<file path="config.mk">
export PLATFORM = sky130hd
export DESIGN_NAME = sph_local_potential_accumulator_flat
export DESIGN_NICKNAME = d
export VERILOG_FILES = /design/src/splp_pkg.sv /design/src/splp_item_if.sv /design/src/splp_result_if.sv /design/src/splp_cfg_if.sv /design/src/sph_local_potential_accumulator.sv /design/src/splp_alu.sv /design/src/flat_wrapper.sv
export SDC_FILE = /design/constraint.sdc
export NUM_CORES = 2
export LEC_CHECK = 0
export BUFFER_PORTS_ARGS = -buffer_cell sky130_fd_sc_hd__buf_2
export CORE_AREA = 2 2 531 533
export CTS_CLUSTER_DIAMETER = 30
export DETAILED_ROUTE_END_ITERATION = 16
export DIE_AREA = 0 0 533 535
export PLACE_DENSITY_LB_ADDON = 0.2
export REMOVE_ABC_BUFFERS = 1
export SLEW_MARGIN = 40
export SYNTH_ARGS = -nofsm -noshare
export SYNTH_HDL_FRONTEND = slang
export SYNTH_SLANG_ARGS = --single-unit
</file>
<file path="constraint.sdc">
create_clock -name clk -period 13.18 [get_ports clk]
set_clock_uncertainty 0.05 [all_clocks]
set_input_delay 0.659 -clock clk [delete_from_list [all_inputs] [get_ports clk]]
set_output_delay 0.659 -clock clk [all_outputs]
set_load 0.05 [all_outputs]
</file>
<file path="src/splp_pkg.sv">
package splp_pkg;

  localparam int FRAC_BITS = 16;
  localparam int DIST_SHIFT = 32 - FRAC_BITS;
  localparam logic [63:0] INV_FOUR_PI_Q32 = 64'd341782638;
  localparam logic [63:0] ROUND_HALF = 64'd1 << (FRAC_BITS - 1);
  localparam logic [31:0] MAX32 = 32'h7fff_ffff;
  localparam logic [31:0] MIN32 = 32'h8000_0000;

  localparam logic [1:0] OP_MUL  = 2'd0;
  localparam logic [1:0] OP_DIV  = 2'd1;
  localparam logic [1:0] OP_SQRT = 2'd2;

  localparam logic [6:0] MUL_STEPS  = 7'd33;
  localparam logic [6:0] DIV_STEPS  = 7'd64;
  localparam logic [6:0] SQRT_STEPS = 7'd32;

  localparam logic [2:0] REG_KERNEL_LENGTH = 3'd0;
  localparam logic [2:0] REG_CHARGE_PER_CONC = 3'd1;
  localparam logic [2:0] REG_APPLIED_POT = 3'd2;
  localparam logic [2:0] REG_ELEC_BEGIN = 3'd3;
  localparam logic [2:0] REG_ELEC_FINISH = 3'd4;

  localparam logic [3:0] PTYPE_LIQUID = 4'd1;
  localparam logic [3:0] PTYPE_ACTIVE = 4'd3;

  typedef struct packed {
    logic       start;
    logic [1:0] op;
  } alu_req_t;

  typedef struct packed {
    logic busy;
    logic done;
  } alu_rsp_t;

  typedef struct packed {
    logic        sat;
    logic [31:0] val;
  } sat_val_t;

  function automatic logic [32:0] mag33(input logic signed [32:0] v);
    logic [32:0] r;
    r = v[32] ? 33'(-v) : 33'(v);
    return r;
  endfunction

  function automatic sat_val_t from_mag(input logic neg, input logic [63:0] m);
    sat_val_t r;
    r.sat = 1'b0;
    if (neg) begin
      if (m > 64'h8000_0000) begin
        r.sat = 1'b1;
        r.val = MIN32;
      end else begin
        r.val = 32'(-m);
      end
    end else begin
      if (m > 64'h7fff_ffff) begin
        r.sat = 1'b1;
        r.val = MAX32;
      end else begin
        r.val = m[31:0];
      end
    end
    return r;
  endfunction

  function automatic sat_val_t clamp64(input logic signed [63:0] v);
    sat_val_t r;
    r.sat = 1'b0;
    if (v > 64'sh0000_0000_7fff_ffff) begin
      r.sat = 1'b1;
      r.val = MAX32;
    end else if (v < -64'sh0000_0000_8000_0000) begin
      r.sat = 1'b1;
      r.val = MIN32;
    end else begin
      r.val = v[31:0];
    end
    return r;
  endfunction

endpackage

</file>
<file path="src/splp_item_if.sv">
interface splp_item_if;
  logic        valid;
  logic        ready;
  logic        kind;
  logic [3:0]  particle_type;
  logic signed [31:0] cation_conc;
  logic signed [31:0] anion_conc;
  logic signed [31:0] pos_x;
  logic signed [31:0] pos_y;
  logic signed [31:0] pos_z;
  logic        last_of_group;

  modport source (output valid, kind, particle_type, cation_conc, anion_conc,
                  pos_x, pos_y, pos_z, last_of_group, input ready);
  modport sink (input valid, kind, particle_type, cation_conc, anion_conc,
                pos_x, pos_y, pos_z, last_of_group, output ready);
endinterface

</file>
<file path="src/splp_result_if.sv">
interface splp_result_if;
  logic        valid;
  logic        ready;
  logic signed [31:0] potential;
  logic        saturated;

  modport source (output valid, potential, saturated, input ready);
  modport sink (input valid, potential, saturated, output ready);
endinterface

</file>
<file path="src/splp_cfg_if.sv">
interface splp_cfg_if;
  logic        valid;
  logic        ready;
  logic [2:0]  index;
  logic [31:0] data;

  modport source (output valid, index, data, input ready);
  modport sink (input valid, index, data, output ready);
endinterface

</file>
<file path="src/sph_local_potential_accumulator.sv">
// Local potential of one particle over a stream of header and neighbor items, Q16.16.
// All products, divisions and the square root run one bit (or bit pair) a cycle
// through a single shared shift-add/subtract unit. Each unit operation runs its steps
// between issue and completion, so an item occupies the block for the sum of its unit
// operations: an active header two multiplies and one division plus the accept, sum
// and finish states (no division when the electrolyte ends are equal), a neighbor
// inside the kernel at most six multiplies, a square root and a division, and a
// neighbor that is ignored or out of range at most four multiplies. An item that ends
// a group then passes an emit state to hand its result over. A finished result sits
// in an output register while the next item is taken.
module sph_local_potential_accumulator import splp_pkg::*; (
  input logic            clk,
  input logic            rst,
  splp_item_if.sink      item,
  splp_result_if.source  result,
  splp_cfg_if.sink       cfg
);

  localparam logic [4:0] ST_IDLE  = 5'd0;
  localparam logic [4:0] ST_CMUL  = 5'd1;
  localparam logic [4:0] ST_RMUL  = 5'd2;
  localparam logic [4:0] ST_RDIV  = 5'd3;
  localparam logic [4:0] ST_HSUM  = 5'd4;
  localparam logic [4:0] ST_NCHK  = 5'd5;
  localparam logic [4:0] ST_SQX   = 5'd6;
  localparam logic [4:0] ST_SQY   = 5'd7;
  localparam logic [4:0] ST_SQZ   = 5'd8;
  localparam logic [4:0] ST_HH    = 5'd9;
  localparam logic [4:0] ST_SQRT  = 5'd10;
  localparam logic [4:0] ST_KMUL  = 5'd11;
  localparam logic [4:0] ST_NDIV  = 5'd12;
  localparam logic [4:0] ST_FIN   = 5'd13;
  localparam logic [4:0] ST_EMIT  = 5'd14;

  logic [30:0] kernel_length;
  logic signed [31:0] charge_per_concentration;
  logic signed [31:0] applied_potential;
  logic signed [31:0] electrolyte_begin;
  logic signed [31:0] electrolyte_finish;

  logic [4:0]  state;
  logic        issued;
  logic        kind;
  logic        last;
  logic signed [31:0] cc;
  logic signed [31:0] ca;
  logic signed [31:0] px;
  logic signed [31:0] py;
  logic signed [31:0] pz;
  logic signed [31:0] centre_x;
  logic signed [31:0] centre_y;
  logic signed [31:0] centre_z;
  logic signed [31:0] potential_sum;
  logic        centre_active;
  logic        sat_flag;
  logic signed [31:0] chg;
  logic signed [31:0] ramp;
  logic [63:0] work;
  logic [63:0] sq_sum;
  logic [63:0] radius;
  logic        out_valid;
  logic signed [31:0] out_pot;
  logic        out_sat;

  alu_req_t    alu_req;
  alu_rsp_t    alu_rsp;
  logic [63:0] alu_a;
  logic [63:0] alu_b;
  logic [63:0] alu_res;

  logic signed [32:0] cdiff;
  logic signed [32:0] num;
  logic signed [32:0] den;
  logic [32:0] ax;
  logic [32:0] ay;
  logic [32:0] az;
  logic [32:0] dm;
  logic        chg_neg;
  logic        ramp_neg;
  logic        arith;
  logic        in_xfer;
  sat_val_t    chg_sv;
  sat_val_t    div_sv;
  sat_val_t    hsum_sv;
  sat_val_t    nsum_sv;
  logic signed [63:0] sum_ext;
  logic signed [63:0] q_ext;

  assign cdiff = {cc[31], cc} - {ca[31], ca};
  assign num = {centre_y[31], centre_y} - {electrolyte_begin[31], electrolyte_begin};
  assign den = {electrolyte_finish[31], electrolyte_finish}
             - {electrolyte_begin[31], electrolyte_begin};
  assign ax = mag33({centre_x[31], centre_x} - {px[31], px});
  assign ay = mag33({centre_y[31], centre_y} - {py[31], py});
  assign az = mag33({centre_z[31], centre_z} - {pz[31], pz});
  assign dm = mag33(den);
  assign chg_neg = charge_per_concentration[31] ^ cdiff[32];
  assign ramp_neg = applied_potential[31] ^ num[32];

  assign chg_sv = from_mag(chg_neg, (alu_res + ROUND_HALF) >> FRAC_BITS);
  assign div_sv = from_mag(ramp_neg ^ den[32], alu_res);
  assign hsum_sv = clamp64(64'(chg) + 64'(ramp));
  assign sum_ext = 64'(potential_sum);
  assign q_ext = signed'(alu_res);
  assign nsum_sv = clamp64(chg[31] ? sum_ext + q_ext : sum_ext - q_ext);

  assign arith = (state == ST_CMUL) || (state == ST_RMUL) || (state == ST_RDIV)
              || (state == ST_SQX) || (state == ST_SQY) || (state == ST_SQZ)
              || (state == ST_HH) || (state == ST_SQRT) || (state == ST_KMUL)
              || (state == ST_NDIV);
  assign alu_req.start = arith && !issued;

  always_comb begin
    alu_req.op = OP_MUL;
    alu_a = '0;
    alu_b = '0;
    unique case (state)
      ST_CMUL: begin
        alu_a = 64'(mag33(33'(charge_per_concentration)));
        alu_b = 64'(mag33(cdiff));
      end
      ST_RMUL: begin
        alu_a = 64'(mag33(33'(applied_potential)));
        alu_b = 64'(mag33(num));
      end
      ST_RDIV: begin
        alu_req.op = OP_DIV;
        alu_a = work + 64'(dm >> 1);
        alu_b = 64'(dm);
      end
      ST_SQX: begin
        alu_a = 64'(ax);
        alu_b = 64'(ax);
      end
      ST_SQY: begin
        alu_a = 64'(ay);
        alu_b = 64'(ay);
      end
      ST_SQZ: begin
        alu_a = 64'(az);
        alu_b = 64'(az);
      end
      ST_HH: begin
        alu_a = 64'(kernel_length);
        alu_b = 64'(kernel_length);
      end
      ST_SQRT: begin
        alu_req.op = OP_SQRT;
        alu_a = sq_sum;
      end
      ST_KMUL: begin
        alu_a = 64'(mag33(33'(chg)));
        alu_b = INV_FOUR_PI_Q32;
      end
      ST_NDIV: begin
        alu_req.op = OP_DIV;
        alu_a = work + (radius >> 1);
        alu_b = radius;
      end
      default: begin
        alu_req.op = OP_MUL;
      end
    endcase
  end

  splp_alu u_alu (
    .clk    (clk),
    .rst    (rst),
    .req    (alu_req),
    .a      (alu_a),
    .b      (alu_b),
    .rsp    (alu_rsp),
    .result (alu_res)
  );

  assign item.ready = (state == ST_IDLE);
  assign in_xfer = item.valid && item.ready;
  assign cfg.ready = 1'b1;
  assign result.valid = out_valid;
  assign result.potential = out_pot;
  assign result.saturated = out_sat;

  always_ff @(posedge clk) begin
    if (rst) begin
      kernel_length <= 31'd65536;
      charge_per_concentration <= 32'sd65536;
      applied_potential <= '0;
      electrolyte_begin <= '0;
      electrolyte_finish <= 32'sd65536;
    end else if (cfg.valid && cfg.ready) begin
      unique case (cfg.index)
        REG_KERNEL_LENGTH: kernel_length <= cfg.data[30:0];
        REG_CHARGE_PER_CONC: charge_per_concentration <= cfg.data;
        REG_APPLIED_POT: applied_potential <= cfg.data;
        REG_ELEC_BEGIN: electrolyte_begin <= cfg.data;
        REG_ELEC_FINISH: electrolyte_finish <= cfg.data;
        default: begin
        end
      endcase
    end
  end

  always_ff @(posedge clk) begin
    if (in_xfer) begin
      kind <= item.kind;
      last <= item.last_of_group;
      cc <= item.cation_conc;
      ca <= item.anion_conc;
      px <= item.pos_x;
      py <= item.pos_y;
      pz <= item.pos_z;
    end
  end

  always_ff @(posedge clk) begin
    if (rst) begin
      state <= ST_IDLE;
      issued <= 1'b0;
      centre_x <= '0;
      centre_y <= '0;
      centre_z <= '0;
      potential_sum <= '0;
      centre_active <= 1'b0;
      sat_flag <= 1'b0;
      out_valid <= 1'b0;
    end else begin
      if (alu_rsp.done) begin
        issued <= 1'b0;
      end else if (alu_req.start) begin
        issued <= 1'b1;
      end
      if (state == ST_EMIT && (!out_valid || result.ready)) begin
        out_valid <= 1'b1;
      end else if (out_valid && result.ready) begin
        out_valid <= 1'b0;
      end
      unique case (state)
        ST_IDLE: begin
          if (in_xfer) begin
            if (!item.kind) begin
              sat_flag <= 1'b0;
              centre_x <= item.pos_x;
              centre_y <= item.pos_y;
              centre_z <= item.pos_z;
              potential_sum <= '0;
              centre_active <= (item.particle_type == PTYPE_LIQUID)
                            || (item.particle_type == PTYPE_ACTIVE);
              if ((item.particle_type == PTYPE_LIQUID)
                  || (item.particle_type == PTYPE_ACTIVE)) begin
                state <= ST_CMUL;
              end else begin
                state <= ST_FIN;
              end
            end else if (centre_active && item.particle_type == PTYPE_LIQUID) begin
              state <= ST_NCHK;
            end else begin
              state <= ST_FIN;
            end
          end
        end
        ST_CMUL: begin
          if (alu_rsp.done) begin
            chg <= chg_sv.val;
            if (chg_sv.sat || (kind && sq_sum == 64'd0)) begin
              sat_flag <= 1'b1;
            end
            if (!kind) begin
              state <= ST_RMUL;
            end else if (sq_sum == 64'd0) begin
              if (chg_sv.val[31]) begin
                potential_sum <= MAX32;
              end else if (chg_sv.val != 32'd0) begin
                potential_sum <= MIN32;
              end
              state <= ST_FIN;
            end else begin
              state <= ST_SQRT;
            end
          end
        end
        ST_RMUL: begin
          if (alu_rsp.done) begin
            work <= alu_res;
            if (dm != 33'd0) begin
              state <= ST_RDIV;
            end else begin
              if (alu_res == 64'd0) begin
                ramp <= '0;
              end else begin
                sat_flag <= 1'b1;
                ramp <= ramp_neg ? MIN32 : MAX32;
              end
              state <= ST_HSUM;
            end
          end
        end
        ST_RDIV: begin
          if (alu_rsp.done) begin
            ramp <= div_sv.val;
            if (div_sv.sat) begin
              sat_flag <= 1'b1;
            end
            state <= ST_HSUM;
          end
        end
        ST_HSUM: begin
          potential_sum <= hsum_sv.val;
          if (hsum_sv.sat) begin
            sat_flag <= 1'b1;
          end
          state <= ST_FIN;
        end
        ST_NCHK: begin
          if (ax >= 33'(kernel_length) || ay >= 33'(kernel_length)
              || az >= 33'(kernel_length)) begin
            state <= ST_FIN;
          end else begin
            state <= ST_SQX;
          end
        end
        ST_SQX: begin
          if (alu_rsp.done) begin
            sq_sum <= alu_res;
            state <= ST_SQY;
          end
        end
        ST_SQY: begin
          if (alu_rsp.done) begin
            sq_sum <= sq_sum + alu_res;
            state <= ST_SQZ;
          end
        end
        ST_SQZ: begin
          if (alu_rsp.done) begin
            sq_sum <= sq_sum + alu_res;
            state <= ST_HH;
          end
        end
        ST_HH: begin
          if (alu_rsp.done) begin
            state <= (sq_sum >= alu_res) ? ST_FIN : ST_CMUL;
          end
        end
        ST_SQRT: begin
          if (alu_rsp.done) begin
            radius <= alu_res << DIST_SHIFT;
            state <= ST_KMUL;
          end
        end
        ST_KMUL: begin
          if (alu_rsp.done) begin
            work <= alu_res;
            state <= ST_NDIV;
          end
        end
        ST_NDIV: begin
          if (alu_rsp.done) begin
            potential_sum <= nsum_sv.val;
            if (nsum_sv.sat) begin
              sat_flag <= 1'b1;
            end
            state <= ST_FIN;
          end
        end
        ST_FIN: begin
          state <= last ? ST_EMIT : ST_IDLE;
        end
        ST_EMIT: begin
          if (!out_valid || result.ready) begin
            state <= ST_IDLE;
          end
        end
        default: begin
          state <= ST_IDLE;
        end
      endcase
    end
  end

  always_ff @(posedge clk) begin
    if (state == ST_EMIT && (!out_valid || result.ready)) begin
      out_pot <= potential_sum;
      out_sat <= sat_flag;
    end
  end

  a_leave_idle: assert property (@(posedge clk) disable iff (rst)
    in_xfer |=> state != ST_IDLE)
    else $error("accepted item did not start processing");

  a_hdr_clears_sat: assert property (@(posedge clk) disable iff (rst)
    (in_xfer && !item.kind) |=> !sat_flag)
    else $error("header did not clear saturation flag");

  a_done_when_issued: assert property (@(posedge clk) disable iff (rst)
    alu_rsp.done |-> (issued && arith))
    else $error("unit finished with no operation outstanding");

  a_no_start_busy: assert property (@(posedge clk) disable iff (rst)
    alu_req.start |-> !alu_rsp.busy)
    else $error("operation issued while unit busy");

endmodule

</file>
<file path="src/splp_alu.sv">
module splp_alu import splp_pkg::*; (
  input  logic        clk,
  input  logic        rst,
  input  alu_req_t    req,
  input  logic [63:0] a,
  input  logic [63:0] b,
  output alu_rsp_t    rsp,
  output logic [63:0] result
);

  logic        run;
  logic        done;
  logic [6:0]  cnt;
  logic [1:0]  op;
  logic [63:0] acc;
  logic [63:0] x;
  logic [63:0] y;
  logic [63:0] acc_next;
  logic [63:0] x_next;
  logic [63:0] y_next;
  logic [63:0] shifted;
  logic [63:0] trial;

  always_comb begin
    acc_next = acc;
    x_next = x;
    y_next = y;
    shifted = {acc[62:0], x[63]};
    trial = x + y;
    unique case (op)
      OP_MUL: begin
        acc_next = acc + (y[0] ? x : 64'd0);
        x_next = x << 1;
        y_next = y >> 1;
      end
      OP_DIV: begin
        if (shifted >= y) begin
          acc_next = shifted - y;
          x_next = {x[62:0], 1'b1};
        end else begin
          acc_next = shifted;
          x_next = {x[62:0], 1'b0};
        end
      end
      OP_SQRT: begin
        if (acc >= trial) begin
          acc_next = acc - trial;
          x_next = (x >> 1) + y;
        end else begin
          x_next = x >> 1;
        end
        y_next = y >> 2;
      end
      default: begin
        acc_next = acc;
      end
    endcase
  end

  always_ff @(posedge clk) begin
    if (rst) begin
      run <= 1'b0;
      done <= 1'b0;
      cnt <= '0;
    end else begin
      done <= 1'b0;
      if (req.start && !run) begin
        run <= 1'b1;
        unique case (req.op)
          OP_MUL: cnt <= MUL_STEPS;
          OP_DIV: cnt <= DIV_STEPS;
          OP_SQRT: cnt <= SQRT_STEPS;
          default: cnt <= 7'd1;
        endcase
      end else if (run) begin
        cnt <= cnt - 7'd1;
        if (cnt == 7'd1) begin
          run <= 1'b0;
          done <= 1'b1;
        end
      end
    end
  end

  always_ff @(posedge clk) begin
    if (req.start && !run) begin
      op <= req.op;
      unique case (req.op)
        OP_SQRT: begin
          acc <= a;
          x <= '0;
          y <= 64'd1 << 62;
        end
        OP_DIV: begin
          acc <= '0;
          x <= a;
          y <= b;
        end
        default: begin
          acc <= '0;
          x <= a;
          y <= b;
        end
      endcase
    end else if (run) begin
      acc <= acc_next;
      x <= x_next;
      y <= y_next;
    end
  end

  assign rsp.busy = run;
  assign rsp.done = done;
  assign result = (op == OP_MUL) ? acc : x;

endmodule

</file>
<file path="src/flat_wrapper.sv">
// flat-port wrapper written by rule: the top's interface ports become plain ports
module sph_local_potential_accumulator_flat import splp_pkg::*;
  (clk, rst, item_valid, item_kind, item_particle_type, item_cation_conc, item_anion_conc, item_pos_x, item_pos_y, item_pos_z, item_last_of_group, item_ready, result_valid, result_potential, result_saturated, result_ready, cfg_valid, cfg_index, cfg_data, cfg_ready);
  splp_item_if item_i ();
  splp_result_if result_i ();
  splp_cfg_if cfg_i ();
  input logic clk;
  input logic rst;
  input wire logic [$bits(item_i.valid)-1:0] item_valid;
  input wire logic [$bits(item_i.kind)-1:0] item_kind;
  input wire logic [$bits(item_i.particle_type)-1:0] item_particle_type;
  input wire logic [$bits(item_i.cation_conc)-1:0] item_cation_conc;
  input wire logic [$bits(item_i.anion_conc)-1:0] item_anion_conc;
  input wire logic [$bits(item_i.pos_x)-1:0] item_pos_x;
  input wire logic [$bits(item_i.pos_y)-1:0] item_pos_y;
  input wire logic [$bits(item_i.pos_z)-1:0] item_pos_z;
  input wire logic [$bits(item_i.last_of_group)-1:0] item_last_of_group;
  output wire logic [$bits(item_i.ready)-1:0] item_ready;
  output wire logic [$bits(result_i.valid)-1:0] result_valid;
  output wire logic [$bits(result_i.potential)-1:0] result_potential;
  output wire logic [$bits(result_i.saturated)-1:0] result_saturated;
  input wire logic [$bits(result_i.ready)-1:0] result_ready;
  input wire logic [$bits(cfg_i.valid)-1:0] cfg_valid;
  input wire logic [$bits(cfg_i.index)-1:0] cfg_index;
  input wire logic [$bits(cfg_i.data)-1:0] cfg_data;
  output wire logic [$bits(cfg_i.ready)-1:0] cfg_ready;
  assign item_i.valid = item_valid;
  assign item_i.kind = item_kind;
  assign item_i.particle_type = item_particle_type;
  assign item_i.cation_conc = item_cation_conc;
  assign item_i.anion_conc = item_anion_conc;
  assign item_i.pos_x = item_pos_x;
  assign item_i.pos_y = item_pos_y;
  assign item_i.pos_z = item_pos_z;
  assign item_i.last_of_group = item_last_of_group;
  assign item_ready = item_i.ready;
  assign result_valid = result_i.valid;
  assign result_potential = result_i.potential;
  assign result_saturated = result_i.saturated;
  assign result_i.ready = result_ready;
  assign cfg_i.valid = cfg_valid;
  assign cfg_i.index = cfg_index;
  assign cfg_i.data = cfg_data;
  assign cfg_ready = cfg_i.ready;
  sph_local_potential_accumulator u_core (.clk(clk), .rst(rst), .item(item_i), .result(result_i), .cfg(cfg_i));
endmodule
</file>
Yosys cells after proc, flatten, opt, wreduce, memory -nomap -nowiden. Index checks and enable logic that the tools add are counted. Widths: inputs -> output; s select.

Add/subtract/negate cells: 30. Magnitude comparators: 14. Equality and inequality tests: 49. Multiplexer cells: 109. Bitwise operators: 6. Reduce and logical (&&, ||, !) cells: 62.

Operators with widths (number): $mux 64 (17); $pmux 64 s10 (1); $mux 32 (19); $pmux 64 s9 (1); $mux 33 (13); $pmux 64 s3 (2); $pmux 64 s2 (2); $neg 33->33 (6); $sub 32x32->33 (6); $add 64x64->64 (3); $ge 64x64->1 (3); $gt 64x32->1 const B (3); $logic_not 64->1 (2); $lt 64x32->1 const B (2); $pmux 32 s4 (1); $sub 64x64->64 (2); $ge 33x31->1 (3); $neg 32->33 (3); $pmux 5 s15 (1); $mux 5 (14); $add 32x64->64 (1); $add 63x64->64 (1); $add 64x16->64 const B (1); $add 64x32->64 (1); 55 further kinds (162).

Bits in registers: 934. Input bits: 206. Output and inout bits: 36. Word-level logic and storage cells: 305.

Depth between registers and ports, before layout.
Depth after elaboration: 14. Mapped depth: 41. Gate-level depth less buffers: 32.

Modules after synthesis. Synthesis repeated with hierarchy kept, for this count alone.

Cell total of the unflattened synthesis: 12543. Area total of the unflattened synthesis: 99196.4 um^2.

By module, submodules not included: sph_local_potential_accumulator (instances 1, cells an instance 8468, area each 67687.4 um^2, sequential area each 18968.2 um^2); splp_alu (instances 1, cells an instance 4075, area each 31509.0 um^2, sequential area each 6005.8 um^2).

Worst setup path after synthesis. OpenSTA, ideal clock, no wires.

Path kind: reg2reg. From: reg u_core.u_alu.op[0]. To: reg u_core.potential_sum[0]. Library setup time: 0.130 ns. Arrival: 8.458 ns. Data required time: 13.000 ns. Path slack: 4.542 ns. Cell stages (with the launch flop): 37. Buffers on the path: 9. Period minus slack after synthesis: 8.638 ns. Cells stage by stage: edfxtp_1 -> inv_1 -> ha_1 -> buf_6 -> buf_8 -> buf_6 -> buf_12 -> buf_6 -> buf_6 -> buf_2 -> mux2i_1 -> nand4_1 -> nor3_1 -> nor3b_2 -> and2_1 -> nor3b_2 -> nand3_1 -> nor3_1 -> and3_1 -> a31oi_1 -> xnor2_1 -> ha_1 -> clkbuf_1 -> and2_1 -> and3_1 -> nand2_1 -> a2111oi_0 -> nor3_1 -> nor4_1 -> o2111ai_1 -> a32oi_1 -> nand4_1 -> o41a_1 -> buf_2 -> o2bb2a_1 -> nor4_1 -> nor3_1.

Longest elaborated chain between the ends: 11. Elaborated cells on any way between the ends: 25. Classes of those cells: 4 x add/sub; 4 x order compare; 1 x eq/ne; 13 x mux; 3 x reduce/logical.

RTL lines: from (decl) (line splp_alu.sv:14) `logic [1:0] op;`; from (signal assigned) (line splp_alu.sv:87) `op <= req.op;`; $logic_not 2->1 * (line splp_alu.sv:114) `assign result = (op == OP_MUL) ? acc : x;`; $mux 64 * (line splp_alu.sv:114); branches (longest 9 deep; another with $add 64x16->64); to (signal assigned) (line sph_local_potential_accumulator.sv:307) `potential_sum <= hsum_sv.val;`; to (signal assigned) (line sph_local_potential_accumulator.sv:358) `potential_sum <= nsum_sv.val;`; to (decl) (line sph_local_potential_accumulator.sv:53) `logic signed [31:0] potential_sum;`.

Every way passes the cells marked *. The select of a mux whose other input is x is not followed. A chain may end at the register's enable or synchronous reset.

Worst setup path after layout.
From: reg u_core.u_alu.op[0]. To: reg u_core.potential_sum[30].

Same word-level chain as after synthesis.

==> results.txt <==
* Run status: completed
- The detail route stage leaves a number of antenna-violating nets equal to 0.
- Critical path launch point type: register
- Dividing the detail-routed wire length by the instance count gives 27.92 um.
* Type of element capturing the critical path: register
- Setup violations remaining at the end of the flow were counted as 0.
- Detailed placement finished with a half-perimeter wire length of 365900 um.
* Buffers from clock root to sink, at most: 4
- sky130_fd_sc_hd__edfxtp_1 takes more of the synthesized area than any other cell.
- The number of global-route vias before repair is 95957.
* Type of the tightest min-delay check: in2reg
* Worst-Skew Late Latency: 0.94 ns
* Count of cell types in the netlist: 111
- After clock tree synthesis, the clock-pin slew on the worst setup and hold paths is 0.05 ns.
* Number of sinks handled by clock tree synthesis: 933
- After the first detailed-routing iteration, the DRC count stood at 9678.
- At the pin with the least slew margin, the transition time is 0.9597 ns.
* Pins Over Slew Limit: 0
* First-pass GRT wire length: 658800 um
- The count of buffers added on input and output ports is 240.
- Std-Cell Rows: 194
- Routability-driven placement finished with a final weighted congestion of 1.012.
- Total wire length after detailed routing: 461500 um
- Final routed DRC violation total: 0
- The number of antenna violations at the first check in global routing was 32.
- By startpoint and endpoint, the worst setup path is classified as reg2reg.
- Setup fix buffers added after clock tree synthesis: 0
* Vias per inst: 6.092
* Clock tree from TritonCTS: yes
* Number of levels in the clock H-tree: 5
- Data arrives at the worst endpoint at 11.10 ns.
* Worst R2R End: u_core.potential_sum[30]$_SDFFE_PP0P_
- Share of flip-flops with an asynchronous set or reset after synthesis: 0
- Aggregate negative setup slack: 0 ns
- Setup repair after global routing left no endpoint under its margin.
- Endpoint required time on the critical path: 13.90 ns
- Measured along the y axis, the die boundary spans 535 um.
* Grt ovf: 0
- In this run the most critical hold path is launched from cfg_data[28].
- Yosys printed 0 warnings.
- On the worst path, the slowest cell contributes a delay of 0.69 ns.
- Area of the mapped netlist: 97500 um2
- Headroom to the max-slew limit came out at 0.3602.
- For hold timing, the worst endpoint is u_core.electrolyte_begin[28]$_SDFFE_PP0P_.
* R2R depth: 32
- Post-cts sizing count: 0
- Yosys mapped a number of flops with a built-in enable equal to 629.
- The share of synthesized area in the top cell type comes to 0.1937.
- The total count of hold-check failures in the final report was 0.
- DIE WIDTH: 533 um
- In this run the count of I/O pins placed on the die edge is 242.
- The initial utilization of the core area, before any placement, comes to 0.3496.
* Area contributors post-synth: sky130_fd_sc_hd__edfxtp_1 19%, sky130_fd_sc_hd__ha_1 12%, sky130_fd_sc_hd__a21oi_1 6.3%
- Root buf cell: sky130_fd_sc_hd__clkbuf_16
* Peak Freq: 96.27 MHz
- The die covers 285200 um2.
* Cells after Synth: 12154
- The average instance in the mapped netlist occupies 8.022 um2.
- Counting instances, the worst hold path has a depth of 3.
* Fraction of layout cells with a size suffix above 1: 0.09244
* Maximum number of pins on one net before global-route repair: 110
- Setup slack on the worst flop-to-flop path: 2.79 ns
- The routed layout has 100694 vias.
- Max-cap violation count: 0
- The slowest stage of the critical path belongs to the cell sky130_fd_sc_hd__mux2i_2.
* Start of the worst register-to-register path: u_core.u_alu.op[0]$_DFFE_PP_
- The first TritonRoute pass finished after 7 iterations.
- The library cell used most frequently in the layout, excluding fill and tap cells, is sky130_fd_sc_hd__a21oi_1.
- Leaving out fill and tap cells, the most frequent cells in the layout are 1216 x sky130_fd_sc_hd__a21oi_1, 1103 x sky130_fd_sc_hd__nand2_1, 925 x sky130_fd_sc_hd__ha_1.
- Top fanout value on the critical path: 30
- Final nets: 13713
- For this run, the register share of the synthesized area comes to 0.2561.
- Aggregate global-route resource usage: 0.3092
- Fin crit period: 10.39 ns
- Number of buffers created by CTS: 293
- Flop and latch count out of synthesis: 933
* Commonest register cell after synthesis: sky130_fd_sc_hd__edfxtp_1
- Compared with the post-synthesis result, the final layout area differs by 18.26%.
- Core footprint: 278900 um2
- Period Utilization, post-route: 0.7881
==> how the worst max path moves through the flow <==
stage / start / slack, ns / cells past startpoint / end
floorplan: u_core.u_alu.op[0]$_DFFE_PP_ / 1.42 / 6 / u_core.u_alu.acc[0]$_DFFE_PP_
global placement: u_core.u_alu.op[0]$_DFFE_PP_ / 2.21 / 29 / u_core.potential_sum[29]$_SDFFE_PP0P_
detailed placement: u_core.u_alu.op[0]$_DFFE_PP_ / 2.39 / 29 / u_core.potential_sum[1]$_SDFFE_PP0P_
CTS: u_core.u_alu.op[0]$_DFFE_PP_ / 2.37 / 29 / u_core.potential_sum[30]$_SDFFE_PP0P_
global route: u_core.u_alu.op[0]$_DFFE_PP_ / 2.06 / 29 / u_core.potential_sum[30]$_SDFFE_PP0P_
finish: u_core.u_alu.op[0]$_DFFE_PP_ / 2.79 / 32 / u_core.potential_sum[30]$_SDFFE_PP0P_
==> layout make-up <==
| cell class | count | area (um2) |
|---|---|---|
| Fill cell | 28086 | 163600 |
| Multi-Input combinational cell | 10077 | 68630 |
| Sequential cell | 933 | 24980 |
| Clock buffer | 355 | 7830 |
| Timing Repair Buffer | 643 | 4710 |
| Tap cell | 3724 | 4659 |
| Inverter | 614 | 2307 |
| Clock inverter | 176 | 2173 |
| Antenna cell | 8 | 20.02 |
==> cells by family (layout without fill, tap and decap cells) <==
logic type | after synthesis | count (layout) | share of synthesized area
other | 1 | 9 | 0.00003846
and+or+nand+nor | 3795 | 3795 | 0.1917
DFF | 933 | 933 | 0.2561
muxes | 183 | 183 | 0.01960
adders and majority gates | 945 | 945 | 0.1225
AOI/OAI and AO/OA | 4138 | 4138 | 0.2735
xor gates and xnor gates | 1015 | 1015 | 0.09118
buffers and inverters | 1144 | 1788 | 0.04532
==> Yosys cell counts (all sizes together) (43+ instances only) <==
cell type	count
a2111oi	43
a211o	45
a211oi	139
a21o	450
a21oi	1220
a221oi	96
a222oi	51
a22oi	83
a31oi	111
and2	150
and3	127
buf	66
clkbuf	464
dfxtp	304
edfxtp	629
ha	929
inv	609
mux2i	168
nand2	1112
nand2b	178
nand3	341
nand4	168
nor2	802
nor2b	133
nor3	312
nor4	112
o211ai	75
o21a	154
o21ai	890
o21bai	118
o221ai	48
o22ai	103
o31ai	102
or2	62
or3	94
xnor2	652
xor2	363
==> worst max-delay path: cells and delay by family (launching register included) <==
kind	cells	cell delay (ns)
AND/OR/NAND/NOR	17	5.47
multiplexers	1	0.69
XOR/XNOR	1	0.15
AO/OA/AOI/OAI	7	1.82
adder cells (fa/ha/maj)	2	0.62
buffers and inverters	4	1.00
flip-flops	1	0.39
==> routing by layer <==
metal  vias up  track usage  routed length [um]
met5         -            0                 135
met4        20       0.2044               35070
met3      1215      0.05709               33590
met2      4408       0.5020              209100
met1     48742       0.3734              183600
li1      46309            -                   -
==> sequential cells by signal (all words and copies together) (netlist names), 48 cells and up <==
name and cells:
u_core.radius 48, u_core.u_alu.acc 64, u_core.sq_sum 64, u_core.u_alu.x 64, u_core.u_alu.y 64, u_core.work 64
==> through the flow <==
step           hold slack (ns)  utilization  std cells  setup slack [ns]  area (um2)
2_1_floorplan           0.3590            -      11624             1.422       95390
3_3_place_gp            0.3932       0.3704      15811             2.211      103300
3_5_place_dp            0.3989       0.3712      15823             2.392      103500
4_1_cts                0.02032       0.4129      16516             2.371      115200
5_1_grt                0.05544       0.4134      16526             2.056      115300
6_report               0.06231       0.4134      16530             2.793      115300
==> repair_timing <==
| item | 4_1_cts | 5_1_grt |
|---|---|---|
| setup endpoints to repair | 0 | 0 |
| hold buffers | 162 | 0 |
| endpoints found under the hold margin | 258 | 0 |
Power is left out: the tool's default activity adds up to more than one toggle a clock period on the data nets, which glitch-free logic cannot reach.
